$ cat config.mk
export PLATFORM = sky130hd
export DESIGN_NAME = glsc_queue
export DESIGN_NICKNAME = d
export VERILOG_FILES = /design/src/rtl/glsc_pkg.sv /design/src/rtl/glsc_queue.sv
export SDC_FILE = /design/constraint.sdc
export NUM_CORES = 1
export LEC_CHECK = 0
export BUFFER_PORTS_ARGS = -buffer_cell sky130_fd_sc_hd__buf_2
export CAP_MARGIN = 20
export CORE_MARGIN = 2
export CORE_UTILIZATION = 40
export DETAILED_ROUTE_END_ITERATION = 16
export PLACE_DENSITY = 0.68
export SLEW_MARGIN = 15
export SYNTH_ARGS = -nofsm -noshare
export SYNTH_HDL_FRONTEND = slang
export SYNTH_SLANG_ARGS = --single-unit
$ cat constraint.sdc
create_clock -name i_clk -period 10.9 [get_ports i_clk]
set_input_delay 1.09 -clock i_clk [delete_from_list [all_inputs] [get_ports i_clk]]
set_output_delay 1.09 -clock i_clk [all_outputs]
set_load 0.01 [all_outputs]
$ cat src/rtl/glsc_pkg.sv
// shared types and constants of the grid line-of-sight and collision block
`timescale 1ns / 1ps

package glsc_pkg;

    localparam int GRID_W_DEF    = 64;
    localparam int GRID_H_DEF    = 64;
    localparam int MAX_STEPS_DEF = 512;

    localparam logic [15:0] CELL_SIZE_RST = 16'd512;

    // iterative divider widths: dividend covers len*5, divisor covers 2*cell
    localparam int DIV_NW = 29;
    localparam int DIV_DW = 17;
    // squared length and probe point widths
    localparam int LEN2_W = 50;
    localparam int PT_W   = 26;
    localparam int QUEUE_DEPTH = 2;

    typedef enum logic [1:0] {
        CMD_WRITE = 2'd0,
        CMD_BLOCK = 2'd1,
        CMD_SIGHT = 2'd2
    } t_cmd;

    typedef enum logic [1:0] {
        OP_NONE,
        OP_WRITE,
        OP_BLOCK,
        OP_SIGHT
    } t_op;

    typedef enum logic [3:0] {
        ST_CLEAR,
        ST_IDLE,
        ST_BPOINT,
        ST_SQUARE,
        ST_SQRT,
        ST_SDIV,
        ST_SWAIT,
        ST_DDIV,
        ST_DWAIT,
        ST_WALK,
        ST_PSTART,
        ST_PWAIT,
        ST_PCHECK,
        ST_DONE
    } t_bstate;

    typedef struct packed {
        logic [1:0]         cmd;
        logic [5:0]         cell_col;
        logic [5:0]         cell_row;
        logic               cell_value;
        logic signed [23:0] pos_x;
        logic signed [23:0] pos_y;
        logic signed [23:0] pos_z;
        logic signed [23:0] end_x;
        logic signed [23:0] end_y;
        logic signed [23:0] end_z;
        logic [15:0]        radius;
    } t_in;

    typedef struct packed {
        logic answer;
        logic steps_saturated;
    } t_out;

    typedef struct packed {
        t_op                op;
        logic [5:0]         col;
        logic [5:0]         row;
        logic               val;
        logic               wr_ok;
        logic signed [23:0] ax;
        logic signed [23:0] az;
        logic [15:0]        radius;
        logic [23:0]        dxm;
        logic [23:0]        dym;
        logic [23:0]        dzm;
        logic               dxn;
        logic               dzn;
        logic               zero_len;
    } t_job;

endpackage

$ cat src/rtl/glsc_queue.sv
// short job queue between the front and the back
`timescale 1ns / 1ps

module glsc_queue (
    input  logic              i_clk,
    input  logic              i_rst_n,
    input  logic              i_push_valid,
    output logic              o_push_ready,
    input  glsc_pkg::t_job    i_push_job,
    output logic              o_pop_valid,
    input  logic              i_pop_ready,
    output glsc_pkg::t_job    o_pop_job
);

    localparam int D  = glsc_pkg::QUEUE_DEPTH;
    localparam int PW = $clog2(D);

    glsc_pkg::t_job r_mem [D];
    logic [PW-1:0]  r_wp, r_rp;
    logic [PW:0]    r_cnt;
    logic           push, pop;

    assign o_push_ready = (r_cnt != (PW + 1)'(D));
    assign o_pop_valid  = (r_cnt != '0);
    assign o_pop_job    = r_mem[r_rp];
    assign push         = i_push_valid && o_push_ready;
    assign pop          = o_pop_valid && i_pop_ready;

    always_ff @(posedge i_clk) begin
        if (!i_rst_n) begin
            r_wp  <= '0;
            r_rp  <= '0;
            r_cnt <= '0;
        end else begin
            if (push) begin
                r_wp <= (r_wp == PW'(D - 1)) ? '0 : r_wp + 1'b1;
            end
            if (pop) begin
                r_rp <= (r_rp == PW'(D - 1)) ? '0 : r_rp + 1'b1;
            end
            r_cnt <= r_cnt + (PW + 1)'(push) - (PW + 1)'(pop);
        end
        if (push) begin
            r_mem[r_wp] <= i_push_job;
        end
    end

endmodule

==> impl_metrics.toml <==
[place]
numPortBuffers = 315
place_congestion = 0.705
place_hpwl_um = 14100
dp_cells = 1198

[floorplan]
die_x_um = 174
core-area_mm2 = 0.0285
start_util_pct = 40.4
die-area_mm2 = 0.0302
row_count = 62
die_h_um = 174
ios = 316

[clock_tree]
cts_made_buffers = 34
cts_resized = 0
postCtsSetupBuffers = 0
cts_tree = "done"
clock_path_buffers = 3
cts_max_level = 2
cts_root_buf = "clkbuf_16"
clk_latency_ns = 0.50
clkTransAtPathRegs_ns = 0.06
hold_buffers = 0
clock_sinks = 315

[routing]
routed_wl_um = 22200
vias = 5944
via_per_inst = 4.70
ant_nets = 0
drt_pre_antenna_iters = 4
drc = 0
initialDrtViolationCount = 368
detail_route.wl_per_cell_um = 17.6

[critical_path]
start_kind = "register"
crit_required_ns = 9.81
critical_path_peak_fanout = 76
critPathKind = "reg -> out"
cp-end-kind = "output port"
critPathArrivalTime_ns = 2.34

[sta]
setup_violations = 0
fin_worst_skew_ns = 0.0180
hold_viol = 0
fin_crit_sh_pct = 31.5
post-route-min-period_ns = 3.43
tns_ns = 0
timing.fmax_mhz = 291
slew_headroom_pct = 29.8
worst_pin_slew_ns = 1.05
rsz0062_at_grt = "no"
slew_violations = 0

[power_and_ir_drop]
power_density_mw_per_mm2 = 223
peakVddDrop_mv = 0.186
leakage_uw = 0.00537

[global_route]
grt_pass1_vias = 6250
grt-ovfl-total = 0
grt_pass1_wl_um = 33600
grt_max_degree = 96
grtUsageMet1_pct = 16.5
gr-usage-met3_pct = 5.44
grt_usage_pct = 14.2
grt_util_met2_pct = 23.9
busiest_layer = "met2"
antenna_found_initial = 9

[final_layout]
syn_to_final_growth_pct = 26.0
post_layout_nonfiller_instances = 1266
drive_gt1_share_pct = 60.0
layout.nets = 1010
mostFrequentLayoutCells = "buf_2 (315), edfxtp_1 (310), mux2_2 (155)"
final_common_cell = "buf_2"

[logic_synthesis]
synth.cell_area_mm2 = 0.0115
synth-seq-cells = 315
synth.distinct_cells = 25
ys_warn_count = 0
yosysSeqAreaShare_pct = 81.5
synth.net_count = 671
avgSynthCellArea_um2 = 22.6
synthCells = 511

[status]
status = "finished clean"

[hold_path]
hp-class = "reg -> reg"

[flow_run]
cap_violations = 0
[cell usage after synthesis, drive strengths merged]
library cell | n | share of area [%]
clkbuf | 12 | 1.4
mux2 | 155 | 15
ha | 1 | 0.11
and3 | 1 | 0.054
mux2i | 1 | 0.087
or2 | 1 | 0.054
nor2b | 1 | 0.054
a21bo | 2 | 0.17
nand3 | 1 | 0.043
dfxtp | 5 | 0.87
buf | 5 | 0.49
nand2 | 1 | 0.032
o21ai | 2 | 0.087
inv | 1 | 0.032
nand3b | 1 | 0.065
a32oi | 1 | 0.076
a211oi | 1 | 0.065
and2 | 3 | 0.16
a21boi | 1 | 0.098
nor2 | 2 | 0.065
xnor2 | 1 | 0.076
nand2b | 2 | 0.11
edfxtp | 310 | 81
[per-stage QoR]
stage	area [um^2]	setup slack (ns)	total power [uW]	hold WS, ns	util [%]
5_1_grt	14500	7.35	3380	0.627	50.9
3_5_place_dp	13400	7.40	2160	0.578	47.0
6_report	14500	7.47	3240	0.580	51.0
2_1_floorplan	11500	5.67	1950	0.526	-
3_3_place_gp	13400	7.44	2150	0.569	47.0
4_1_cts	14500	7.41	3290	0.589	50.9
[cell type report]
cell class              instances  area, um^2
inverters                       1        8.76
clock buffers                  44         952
fillers                      2445       14000
diodes                          9        22.5
repair buffers                320        1610
flip-flops and latches        315        9410
well taps                     384         480
clock inverters                15         141
multi-input cells             178        1910
[report_power, final]
group / switching (uW) / total (uW) / internal [uW] / leakage [uW]
sequential: 29.2 / 1500 / 1480 / 0.00294
combinational: 333 / 618 / 286 / 0.00190
clock: 437 / 1120 / 684 / 0.000529
[logic make-up after synthesis]
family	synth area share (%)
xor gates and xnor gates	0.0759
buffers and inverters	1.95
AOI/OAI and AO/OA	0.499
and+or+nand+nor	0.640
muxes	15.2
adders and majority gates	0.108
DFF	81.5
[worst max-delay path: stages (launching register included)]
cell     delay, ns
dfxtp_4       0.38
buf_4         0.75
mux2_2        0.45
buf_2         0.15
[sequential cells by signal, summed over array words and instances, names as in the netlist, named ones only]
| register | flops |
|---|---|
| r_cnt | 2 |
| r_rp | 1 |
| r_mem | 310 |
| r_wp | 1 |
[path summary, 6_finish.rpt]
kind | end | startpoint | cells after the start | slack, ns
min reg2reg | register | r_rp | 2 | 0.58
max reg2reg | r_mem[0][74] | r_cnt[0] | 4 | 7.97
min | register | r_rp | 2 | 0.58
max | o_pop_job[74] | register | 3 | 7.47
[layer usage]
metal  wire length, um  vias to the layer above
met3              1940                       45
met1              8690                     2937
met4               593                        0
met5                 0                        -
li1                  -                     2736
met2             11000                      226
Note: power is estimated with default switching activity, not from simulation.
