$ cat config.mk
export PLATFORM = sky130hd
export DESIGN_NAME = glsc_front
export DESIGN_NICKNAME = d
export VERILOG_FILES = /design/src/rtl/glsc_pkg.sv /design/src/rtl/glsc_front.sv
export SDC_FILE = /design/constraint.sdc
export NUM_CORES = 1
export LEC_CHECK = 0
export BUFFER_PORTS_ARGS = -buffer_cell sky130_fd_sc_hd__buf_2
export CORE_MARGIN = 5
export CORE_UTILIZATION = 32
export CTS_BUF_LIST = sky130_fd_sc_hd__clkbuf_4 sky130_fd_sc_hd__clkbuf_8
export CTS_CLUSTER_DIAMETER = 30
export CTS_CLUSTER_SIZE = 20
export DETAILED_ROUTE_END_ITERATION = 10
export HOLD_SLACK_MARGIN = 0.05
export PLACE_DENSITY = 0.57
export REMOVE_ABC_BUFFERS = 1
export SLEW_MARGIN = 20
export SYNTH_ARGS = -nofsm -noshare
export SYNTH_HDL_FRONTEND = slang
export SYNTH_SLANG_ARGS = --single-unit
$ cat constraint.sdc
create_clock -name i_clk -period 5.6 [get_ports i_clk]
set_input_delay 0.56 -clock i_clk [delete_from_list [all_inputs] [get_ports i_clk]]
set_output_delay 0.56 -clock i_clk [all_outputs]
set_load 0.005 [all_outputs]
$ cat src/rtl/glsc_pkg.sv
// shared types and constants of the grid line-of-sight and collision block
`timescale 1ns / 1ps

package glsc_pkg;

    localparam int GRID_W_DEF    = 64;
    localparam int GRID_H_DEF    = 64;
    localparam int MAX_STEPS_DEF = 512;

    localparam logic [15:0] CELL_SIZE_RST = 16'd512;

    // iterative divider widths: dividend covers len*5, divisor covers 2*cell
    localparam int DIV_NW = 29;
    localparam int DIV_DW = 17;
    // squared length and probe point widths
    localparam int LEN2_W = 50;
    localparam int PT_W   = 26;
    localparam int QUEUE_DEPTH = 2;

    typedef enum logic [1:0] {
        CMD_WRITE = 2'd0,
        CMD_BLOCK = 2'd1,
        CMD_SIGHT = 2'd2
    } t_cmd;

    typedef enum logic [1:0] {
        OP_NONE,
        OP_WRITE,
        OP_BLOCK,
        OP_SIGHT
    } t_op;

    typedef enum logic [3:0] {
        ST_CLEAR,
        ST_IDLE,
        ST_BPOINT,
        ST_SQUARE,
        ST_SQRT,
        ST_SDIV,
        ST_SWAIT,
        ST_DDIV,
        ST_DWAIT,
        ST_WALK,
        ST_PSTART,
        ST_PWAIT,
        ST_PCHECK,
        ST_DONE
    } t_bstate;

    typedef struct packed {
        logic [1:0]         cmd;
        logic [5:0]         cell_col;
        logic [5:0]         cell_row;
        logic               cell_value;
        logic signed [23:0] pos_x;
        logic signed [23:0] pos_y;
        logic signed [23:0] pos_z;
        logic signed [23:0] end_x;
        logic signed [23:0] end_y;
        logic signed [23:0] end_z;
        logic [15:0]        radius;
    } t_in;

    typedef struct packed {
        logic answer;
        logic steps_saturated;
    } t_out;

    typedef struct packed {
        t_op                op;
        logic [5:0]         col;
        logic [5:0]         row;
        logic               val;
        logic               wr_ok;
        logic signed [23:0] ax;
        logic signed [23:0] az;
        logic [15:0]        radius;
        logic [23:0]        dxm;
        logic [23:0]        dym;
        logic [23:0]        dzm;
        logic               dxn;
        logic               dzn;
        logic               zero_len;
    } t_job;

endpackage

$ cat src/rtl/glsc_front.sv
// input stage: accepts items, decodes the command and prepares deltas
`timescale 1ns / 1ps

module glsc_front #(
    parameter int GRID_W = glsc_pkg::GRID_W_DEF,
    parameter int GRID_H = glsc_pkg::GRID_H_DEF
) (
    input  logic             i_clk,
    input  logic             i_rst_n,
    input  logic             i_valid,
    output logic             o_ready,
    input  glsc_pkg::t_in    i_data,
    input  logic             i_clearing,
    output logic             o_job_valid,
    input  logic             i_job_ready,
    output glsc_pkg::t_job   o_job
);

    logic           r_valid;
    glsc_pkg::t_job r_job, n_job;
    logic signed [24:0] dx, dy, dz;
    logic [24:0]        ax_abs, ay_abs, az_abs;

    always_comb begin
        dx = {i_data.end_x[23], i_data.end_x} - {i_data.pos_x[23], i_data.pos_x};
        dy = {i_data.end_y[23], i_data.end_y} - {i_data.pos_y[23], i_data.pos_y};
        dz = {i_data.end_z[23], i_data.end_z} - {i_data.pos_z[23], i_data.pos_z};
        ax_abs = dx[24] ? 25'(-dx) : 25'(dx);
        ay_abs = dy[24] ? 25'(-dy) : 25'(dy);
        az_abs = dz[24] ? 25'(-dz) : 25'(dz);

        n_job.col      = i_data.cell_col;
        n_job.row      = i_data.cell_row;
        n_job.val      = i_data.cell_value;
        n_job.wr_ok    = ({26'd0, i_data.cell_col} < 32'(GRID_W)) &&
                         ({26'd0, i_data.cell_row} < 32'(GRID_H));
        n_job.ax       = i_data.pos_x;
        n_job.az       = i_data.pos_z;
        n_job.radius   = i_data.radius;
        n_job.dxm      = ax_abs[23:0];
        n_job.dym      = ay_abs[23:0];
        n_job.dzm      = az_abs[23:0];
        n_job.dxn      = dx[24];
        n_job.dzn      = dz[24];
        n_job.zero_len = (dx == '0) && (dy == '0) && (dz == '0);
        unique case (i_data.cmd)
            glsc_pkg::CMD_WRITE: n_job.op = glsc_pkg::OP_WRITE;
            glsc_pkg::CMD_BLOCK: n_job.op = glsc_pkg::OP_BLOCK;
            glsc_pkg::CMD_SIGHT: n_job.op = glsc_pkg::OP_SIGHT;
            default:             n_job.op = glsc_pkg::OP_NONE;
        endcase
    end

    // hold off while the grid is being cleared
    assign o_ready     = (!r_valid || i_job_ready) && !i_clearing;
    assign o_job_valid = r_valid;
    assign o_job       = r_job;

    always_ff @(posedge i_clk) begin
        if (!i_rst_n) begin
            r_valid <= 1'b0;
        end else if (o_ready) begin
            r_valid <= i_valid;
        end else if (i_job_ready) begin
            r_valid <= 1'b0;
        end
        if (o_ready && i_valid) begin
            r_job <= n_job;
        end
    end

endmodule

==> out/qor.yml <==
die_w_um: 189
vdd_ir_drop_max_mv: 0.110
clkLatencyLatePin_ns: 0.49
finalSetupViolCount: 0
viasPerCell: 4.93
drt_iter0_drc: 486
finalHoldViolCount: 0
min_path_type: "primary input to flop"
routed_wirelength_mm: 29.6
synthArstFlopShare_pct: 0
synth.area.top_cells: "edfxtp_1 (45%), ha_1 (9.4%), xnor2_1 (7.1%), inv_1 (4.1%), a21oi_1 (4.0%)"
synth_common_cells: "edfxtp_1 (154), inv_1 (113), a21oi_1 (83), xnor2_1 (83), ha_1 (77)"
p_leak_uw: 0.00558
syn_inst: 988
numPortBuffers: 335
fmax_mhz: 275
dr_total_vias: 8598
fin_crit_ns: 3.64
cts_tree: "done"
die_h_um: 189
postLayoutCellArea_um2: 12700
synth_top_area_cell: "edfxtp_1"
grt_setup_unrepaired: "no"
ys.flop_type: "edfxtp_1"
dpl.hpwl_mm: 23.8
grt_pass1_wl_mm: 45.1
syn_area_um2: 10300
floorplan.initialDensity_pct: 32.4
cts_buffers: 17
setup_tns_ns: 0
grt_antenna_before_repair: 9
clk_pin_slew_ns: 0.09
ys_seq_area_share_pct: 45.3
critical_path_required_ns: 5.91
final_antenna_net_count: 0
ios: 337
grt_max_degree: 156
critPathLaunchType: "primary input"
yosysMostFrequentCell: "edfxtp_1"
crit_type: "primary input to flop"
synth-edff-count: 154
overflow: 0
fillers: 3177
synthToLayoutAreaGrowth_pct: 24.2
wl_per_cell_um: 17.0
fin_nets: 1587
root_buffer: "clkbuf_8"
ys_types: 79
fin_skew_ns: 0.0157
cts_max_path_buffers: 2
drv_cap: 0
h-tree-depth: 4
cp_data_arrival_time_ns: 3.95
cts_sinks: 155
placed_cell_area_um2: 12400
drt_pass1_iterations: 5
grt_use_total_pct: 16.0
slew_headroom_pct: 39.2
drive_above_1_share_pct: 30.1
yosysWarnings: 0
syn_avg_cell_area_um2: 10.4
post_cts_buffers: 0
synth_top_area_share_pct: 45.1
ys_seq_elements: 155
cts_resized: 0
drc_errors: 0
num_rows: 65
holdWs_ns: 0.252
power_density_nw_per_um2: 259
postCtsHoldBufs: 0
cp_max_fo: 4
core_um2: 31600
cp-end-kind: "flop"
grt_pass1_vias: 8447
status: "finished, final reports clean"
slew_violations: 0
place_congestion: 0.889
die_area_um2: 35700
fin_crit_sh_pct: 65.0
worstMarginPinSlew_ns: 0.912
[cell type report]
| class | instances | area [µm²] | area share [%] |
|---|---|---|---|
| Antenna cell | 1 | 2.50 | 0.0196 |
| Clock buffer | 17 | 234 | 1.84 |
| Clock inverter | 15 | 119 | 0.933 |
| Inverter | 113 | 424 | 3.33 |
| Multi-Input combinational cell | 701 | 5100 | 40.0 |
| Sequential cell | 155 | 4640 | 36.4 |
| Tap cell | 402 | 503 | 3.95 |
| Timing Repair Buffer | 339 | 1720 | 13.5 |
[cells by family (layout without fill, tap and decap cells)]
| group | Yosys count | after routing | share of synthesized area (%) |
|---|---|---|---|
| compound gates | 246 | 246 | 15.6 |
| xor+xnor | 127 | 127 | 10.9 |
| fa+ha+maj | 80 | 80 | 9.98 |
| buf+inv | 132 | 484 | 5.07 |
| flops | 155 | 155 | 45.3 |
| mux | 4 | 4 | 0.415 |
| other cells | 1 | 2 | 0.0366 |
| simple gates | 243 | 243 | 12.7 |
[power breakdown]
| group | internal (µW) | total, µW | switching (µW) | leakage [µW] |
|---|---|---|---|---|
| Sequential | 1430 | 1460 | 28.2 | 0.00145 |
| Combinational | 451 | 1050 | 601 | 0.00397 |
| Clock | 311 | 794 | 483 | 0.000163 |
| Total | 2190 | 3300 | 1110 | 0.00558 |
[metal layers]
layer | track usage (%) | share of wire [%] | vias to the layer above | wire length, µm
li1 | - | - | 4261 | -
met1 | 20.6 | 44 | 3963 | 13100
met2 | 25.4 | 45 | 319 | 13300
met3 | 5.55 | 9.0 | 39 | 2660
met4 | 4.85 | 1.5 | 16 | 452
met5 | 0 | 0.33 | - | 98
[worst paths after layout]
check / from / end / slack [ns] / depth (start not counted)
hold reg to reg: o_job_valid / o_job_valid / 0.66 / 2
hold / removal: i_data[10] / o_job[85] / 0.25 / 1
setup / recovery: i_data[64] / o_job[0] / 1.96 / 14
setup reg to reg: o_job_valid / o_job[107] / 3.75 / 4
[worst max-delay path, cell delays in order]
cell	delay, ns
buf_2	0.08
inv_1	0.04
ha_1	0.22
fa_1	0.39
nand2b_1	0.21
a211oi_2	0.35
o21ai_1	0.14
and2_1	0.19
xor2_1	0.27
nor3b_2	0.27
or4b_4	0.53
nor3_4	0.30
nand4_1	0.16
nor4b_2	0.25
[through the flow]
step	worst slack, ns	utilization, %	std cells	power, µW
5_1_grt	1.83	40.3	1743	3520
3_3_place_gp	1.57	39.2	1710	2530
2_1_floorplan	0.746	-	969	2190
4_1_cts	2.04	40.3	1742	3350
6_report	1.96	40.3	1743	3300
3_5_place_dp	1.49	39.2	1710	2540
[cells in the final DEF (no fill, tap or decap), types with 7 or more instances in the layout]
cell type | Yosys | final
nor2b_1 | 12 | 12
o21ai_0 | 36 | 36
or3_1 | 8 | 8
nor2_1 | 52 | 52
buf_2 | 5 | 335
nand3_1 | 22 | 22
o21a_1 | 11 | 11
edfxtp_1 | 154 | 154
and3_1 | 7 | 7
ha_1 | 77 | 77
o31ai_1 | 8 | 8
a31oi_1 | 17 | 17
nand2_1 | 55 | 55
nand4_1 | 8 | 8
a21oi_1 | 83 | 83
clkbuf_8 | 0 | 17
xnor2_1 | 83 | 83
and2_1 | 15 | 14
xor2_1 | 43 | 43
nor3_1 | 13 | 13
a21o_1 | 23 | 23
inv_1 | 113 | 113
nand2b_1 | 11 | 11
[state kept, by name, summed over array words and instances, names as in the netlist]
name / flops
o_job: 154
o_job_valid: 1
No activity file was read; power rests on OpenSTA's default activity.
